File: config.mk
export PLATFORM = sky130hd
export DESIGN_NAME = wls_ctrl
export DESIGN_NICKNAME = d
export VERILOG_FILES = /design/src/hw/rtl/wls_pkg.sv /design/src/hw/rtl/wls_ctrl.sv
export VERILOG_INCLUDE_DIRS = /design/src /design/src/hw/rtl
export SDC_FILE = /design/constraint.sdc
export NUM_CORES = 1
export LEC_CHECK = 0
export CORE_AREA = 2 2 39 41
export DETAILED_ROUTE_END_ITERATION = 6
export DIE_AREA = 0 0 41 43
export DONT_BUFFER_PORTS = 1
export HOLD_SLACK_MARGIN = 0.08
export PLACE_DENSITY = 0.49
export SYNTH_ARGS = -nofsm -noshare
export SYNTH_HDL_FRONTEND = slang
export SYNTH_SLANG_ARGS = --single-unit
File: constraint.sdc
create_clock -name clk -period 1.22 [get_ports clk]
set_input_delay 0.244 -clock clk [delete_from_list [all_inputs] [get_ports clk]]
set_output_delay 0.244 -clock clk [all_outputs]
set_load 0.02 [all_outputs]
File: src/hw/rtl/waterfall_line_store_raster_macros.svh
// Assertion macros shared by the waterfall line store RTL.
`ifndef WATERFALL_LINE_STORE_RASTER_MACROS_SVH
`define WATERFALL_LINE_STORE_RASTER_MACROS_SVH
`ifndef ASSERT_OFF
`define WLS_ASSERT(label, clk, rst_n, prop, msg) \
    label: assert property (@(posedge clk) disable iff (!rst_n) prop) else $error(msg);
`define WLS_ASSERT_NORST(label, clk, prop, msg) \
    label: assert property (@(posedge clk) prop) else $error(msg);
`else
`define WLS_ASSERT(label, clk, rst_n, prop, msg)
`define WLS_ASSERT_NORST(label, clk, prop, msg)
`endif
`endif

File: src/hw/rtl/wls_pkg.sv
// Shared types and constants for the waterfall line store.
package wls_pkg;

    localparam int FUNC_W      = 2;
    localparam int CELL_REQ_W  = 8;
    localparam int INTENSITY_W = 8;
    localparam int PIX_W       = 8;
    localparam int COLOR_W     = 16;
    localparam int CFG_IDX_W   = 2;
    localparam int CFG_DATA_W  = 16;

    localparam logic [FUNC_W-1:0] FUNC_CLEAR   = 2'd0;
    localparam logic [FUNC_W-1:0] FUNC_NEWLINE = 2'd1;
    localparam logic [FUNC_W-1:0] FUNC_WRITE   = 2'd2;
    localparam logic [FUNC_W-1:0] FUNC_READ    = 2'd3;

    localparam logic [CFG_IDX_W-1:0] REG_FLOW_MODE = 2'd0;
    localparam logic [CFG_IDX_W-1:0] REG_COLOR_A   = 2'd1;
    localparam logic [CFG_IDX_W-1:0] REG_COLOR_B   = 2'd2;

    localparam logic [COLOR_W-1:0] COLOR_RESET = 16'hFFFF;

    typedef struct packed {
        logic load_wr;
        logic load_rd;
        logic head_adv;
        logic clr_start;
        logic clr_step;
        logic mod_step;
        logic line_calc;
        logic addr_calc;
        logic wr_en;
        logic mul;
        logic out_load;
    } wls_cmd_t;

    typedef struct packed {
        logic mode_chg;
        logic clr_last;
        logic mod_last;
        logic out_free;
    } wls_sts_t;

endpackage

File: src/hw/rtl/wls_ctrl.sv
// Controller state machine sequencing clear, new line, write and pixel read requests.
`include "waterfall_line_store_raster_macros.svh"

module wls_ctrl import wls_pkg::*; (
    input  logic              clk,
    input  logic              rst_n,
    input  logic              req_valid,
    input  logic [FUNC_W-1:0] req_func,
    output logic              req_ready,
    input  wls_sts_t          sts,
    output wls_cmd_t          cmd
);

    localparam logic [3:0] ST_CLEAR = 4'd0;
    localparam logic [3:0] ST_IDLE  = 4'd1;
    localparam logic [3:0] ST_WADDR = 4'd2;
    localparam logic [3:0] ST_WRITE = 4'd3;
    localparam logic [3:0] ST_MOD   = 4'd4;
    localparam logic [3:0] ST_LINE  = 4'd5;
    localparam logic [3:0] ST_RADDR = 4'd6;
    localparam logic [3:0] ST_READ  = 4'd7;
    localparam logic [3:0] ST_MUL   = 4'd8;
    localparam logic [3:0] ST_OUT   = 4'd9;

    logic [3:0] state_reg;
    logic [3:0] state_next;
    logic       accept;

    assign req_ready = (state_reg == ST_IDLE);
    assign accept    = req_valid && req_ready;

    always_comb
    begin
        cmd        = '0;
        state_next = state_reg;
        case (state_reg)
            ST_CLEAR:
            begin
                cmd.clr_step = 1'b1;
                if (sts.clr_last)
                begin
                    state_next = ST_IDLE;
                end
            end
            ST_IDLE:
            begin
                if (accept)
                begin
                    case (req_func)
                        FUNC_CLEAR:
                        begin
                            cmd.clr_start = 1'b1;
                            state_next    = ST_CLEAR;
                        end
                        FUNC_NEWLINE:
                        begin
                            cmd.head_adv = 1'b1;
                        end
                        FUNC_WRITE:
                        begin
                            cmd.load_wr = 1'b1;
                            state_next  = ST_WADDR;
                        end
                        FUNC_READ:
                        begin
                            cmd.load_rd = 1'b1;
                            state_next  = ST_MOD;
                        end
                        default:
                        begin
                            state_next = ST_IDLE;
                        end
                    endcase
                end
            end
            ST_WADDR:
            begin
                cmd.addr_calc = 1'b1;
                state_next    = ST_WRITE;
            end
            ST_WRITE:
            begin
                cmd.wr_en  = 1'b1;
                state_next = ST_IDLE;
            end
            ST_MOD:
            begin
                cmd.mod_step = 1'b1;
                if (sts.mod_last)
                begin
                    state_next = ST_LINE;
                end
            end
            ST_LINE:
            begin
                cmd.line_calc = 1'b1;
                state_next    = ST_RADDR;
            end
            ST_RADDR:
            begin
                cmd.addr_calc = 1'b1;
                state_next    = ST_READ;
            end
            ST_READ:
            begin
                state_next = ST_MUL;
            end
            ST_MUL:
            begin
                cmd.mul    = 1'b1;
                state_next = ST_OUT;
            end
            ST_OUT:
            begin
                if (sts.out_free)
                begin
                    cmd.out_load = 1'b1;
                    state_next   = ST_IDLE;
                end
            end
            default:
            begin
                state_next = ST_CLEAR;
            end
        endcase
        // restart the sweep on a mode change
        if (sts.mode_chg)
        begin
            state_next = ST_CLEAR;
        end
    end

    always_ff @(posedge clk or negedge rst_n)
    begin
        if (!rst_n)
        begin
            state_reg <= ST_CLEAR;
        end
        else
        begin
            state_reg <= state_next;
        end
    end

    `WLS_ASSERT(a_one_start, clk, rst_n, $onehot0({cmd.load_wr, cmd.load_rd, cmd.head_adv, cmd.clr_start}), "more than one request start at once")
    `WLS_ASSERT(a_mode_clear, clk, rst_n, sts.mode_chg |=> (state_reg == ST_CLEAR), "mode change did not start a clear sweep")

endmodule

==> summary.txt <==
CTS H-tree depth - 1
Slew headroom - 0.811
Pre-CTS setup slack - -0.186 ns
Overflow after GRT - 0
Die area - 1760 um^2
DR pass1 iterations - 4
Initial core utilization - 0.282
Warnings, synthesis - 0
Failing checks - setup timing
Pwr Density - 1030 nW/um^2
Clk_lat worst skew - 0.25 ns
Hold Crit Class - primary input to register
DPL Wire Length - 830 um
Design Power - 0.000906 W
Hold Slack - 0.207 ns
Compound-Gate Fraction of Synth Area - 0.199
Die X - 41 um
First-pass GRT wire length - 2220 um
Peak supply drop - 0.497 mV
Final instance area - 876 um^2
Ys async rst share - 1.00
Setup crit start kind - register
Post-Route Skew - 0.0121 ns
Fmax - 619 MHz
Vias - 517
Worst-path clk slew - 0.04 ns
Initial antenna violation count - 0
Maxcap violations - 0
Flops & latches, synth - 4
CTS Buf Count - 3
IO Pins - 21
Final net count - 86
Detail Route Antenna Nets - 0
DRC - 0
Final WL - 1600 um
TritonCTS clock tree - built
Vias in the first global route - 496
Cell area after synthesis - 390 um^2
Routability congestion estimate - 0.828
Share of layout cells above drive strength 1 - 0.707
XOR/XNOR Fraction of Synth Area - 0.0224
Fin. Hold Viols - 0
Core Region - 1380 um^2
Status - finished with violations
CTS root buf - clkbuf_4
CP Max Fanout - 5
Leakage - 0.339 nW
CP endpoint kind - output pin
Area leader, netlist - dfrtp_1
Overall routing resource usage - 0.196
Fin crit period - 1.61 ns
Placed Area - 596 um^2
# diodes - 0
Vias/cell - 5.68
Fin crit share - 1.32
Post-synth EDFFs - 0
Initial DRC count - 18
Std cell rows - 14
Syn Area/Cell - 7.81 um^2
Die Span Y - 43 um
WP data arrival - 1.37 ns
Core Util, Final - 0.633
Syn Nets - 59
Largest register FFs - 4
Slew Limit Fails - 0
Required @ worst endpoint - 0.98 ns
Transition time at the pin with the least slew margin - 0.281 ns
Clk sinks - 4
Commonest cells in the netlist - nor2_1, nor3_1, dfrtp_1, nand2_1, nand2b_1
Crit Path Class - register to output pin
Post-synth top area share - 0.256
Register area share after synthesis - 0.256
Largest net degree at the start of global routing - 12
Synth Instances - 50
Routed wire per std cell - 17.6 um
Final setup margin - -0.394 ns
Port Buf Inserts - 0
Simple-gate portion of the synthesized area - 0.404
Post-synthesis mux area share - 0.0385
Area delta synth->final - 124%
Primary FF master, synth - dfrtp_1
Adder-cell share of the synthesized area - 0
Clk buf depth - 2
Final-layout fill cell count - 102
RSZ-0062 raised after global routing - true
Synth unique cells - 27
Top cells by area, synth - dfrtp_1, nor3_1, nand2b_1, nor2_1, a21oi_1
Final Setup Violations - 16
Main combinational cell family by area after synthesis - simple AND/OR/NAND/NOR gates
-- kinds of logic (layout without fill, tap and decap cells) --
| logic type | count (synthesis) | in the layout |
|---|---|---|
| buffers and inverters | 6 | 31 |
| AND/OR/NAND/NOR | 28 | 28 |
| XOR/XNOR | 1 | 1 |
| multiplexers | 1 | 1 |
| flip-flops | 4 | 4 |
| AO/OA/AOI/OAI | 10 | 10 |
-- power breakdown --
group	total (W)	internal (W)	switching, W
Sequential	0.000168	0.000148	0.0000208
Combinational	0.000560	0.000297	0.000264
Clock	0.000177	0.000111	0.0000660
Total	0.000906	0.000555	0.000350
-- critical path, cell delays in order, from the launching register on --
cell and delay, ns:
dfrtp_2 0.45, nand2b_1 0.27, buf_4 0.19, nor3_4 0.21
-- per-layer routing --
| metal | vias to the layer above | global-route usage | routed length (um) |
|---|---|---|---|
| li1 | 233 | - | - |
| met1 | 253 | 0.216 | 557 |
| met2 | 25 | 0.316 | 894 |
| met3 | 6 | 0.0262 | 91 |
| met4 | 0 | 0.147 | 55 |
| met5 | - | 0 | 0 |
-- area by class of cell --
type | instances | area [um^2] | share of cell area
Clock buffer | 3 | 22.5 | 0.0257
Inverter | 2 | 7.51 | 0.00857
Tap cell | 16 | 20.0 | 0.0229
Sequential cell | 4 | 103 | 0.117
Multi-Input combinational cell | 40 | 457 | 0.521
Timing Repair Buffer | 26 | 267 | 0.304
-- cells in the final DEF, fill, tap and decap left out --
cell type / n
buf_6: 11
buf_4: 11
nor3_4: 5
nor2_4: 4
clkbuf_4: 3
nand2b_4: 2
nand2b_1: 2
nor3_2: 2
nor4_4: 2
nand2_1: 2
inv_1: 2
a2111oi_4: 2
a21oi_1: 2
nor2_1: 2
dlygate4sd3_1: 2
buf_12: 2
dfrtp_2: 2
dfrtp_1: 2
or2b_4: 1
nand2_4: 1
nand2_2: 1
nor3b_4: 1
a41oi_2: 1
mux2_4: 1
o21ai_0: 1
and3b_1: 1
or2_1: 1
a211o_1: 1
a21oi_2: 1
and3_1: 1
xnor2_1: 1
o22ai_1: 1
a32o_1: 1
-- timing repair --
item,in CTS,in global routing
endpoints found under the setup margin,16,16
hold buffers,2,0
hold endpoints to repair,6,0
resized for setup,18,16
cloned,1,0
pin swaps,8,5
setup buffers,4,4
-- path summary, 6_finish.rpt --
check,start,endpoint,slack [ns],cells past startpoint
worst max-delay path,state_reg[2],cmd[1],-0.39,3
worst min-delay path,sts[0],state_reg[3],0.21,2
worst max register to register,state_reg[0],state_reg[0],-0.24,5
worst min register to register,state_reg[0],state_reg[0],0.74,2
max in group asynchronous,rst_n,state_reg[2],0.77,1
min in group asynchronous,rst_n,state_reg[3],0.26,1
-- metrics by stage --
stage / TNS, ns / std cells
after global placement: -1.47 / 77
after global routing: -5.04 / 91
after floorplan: -2.80 / 50
after CTS: -4.11 / 87
final: -4.51 / 91
after detailed placement: -1.63 / 77
(Power assumes the default switching activity.)
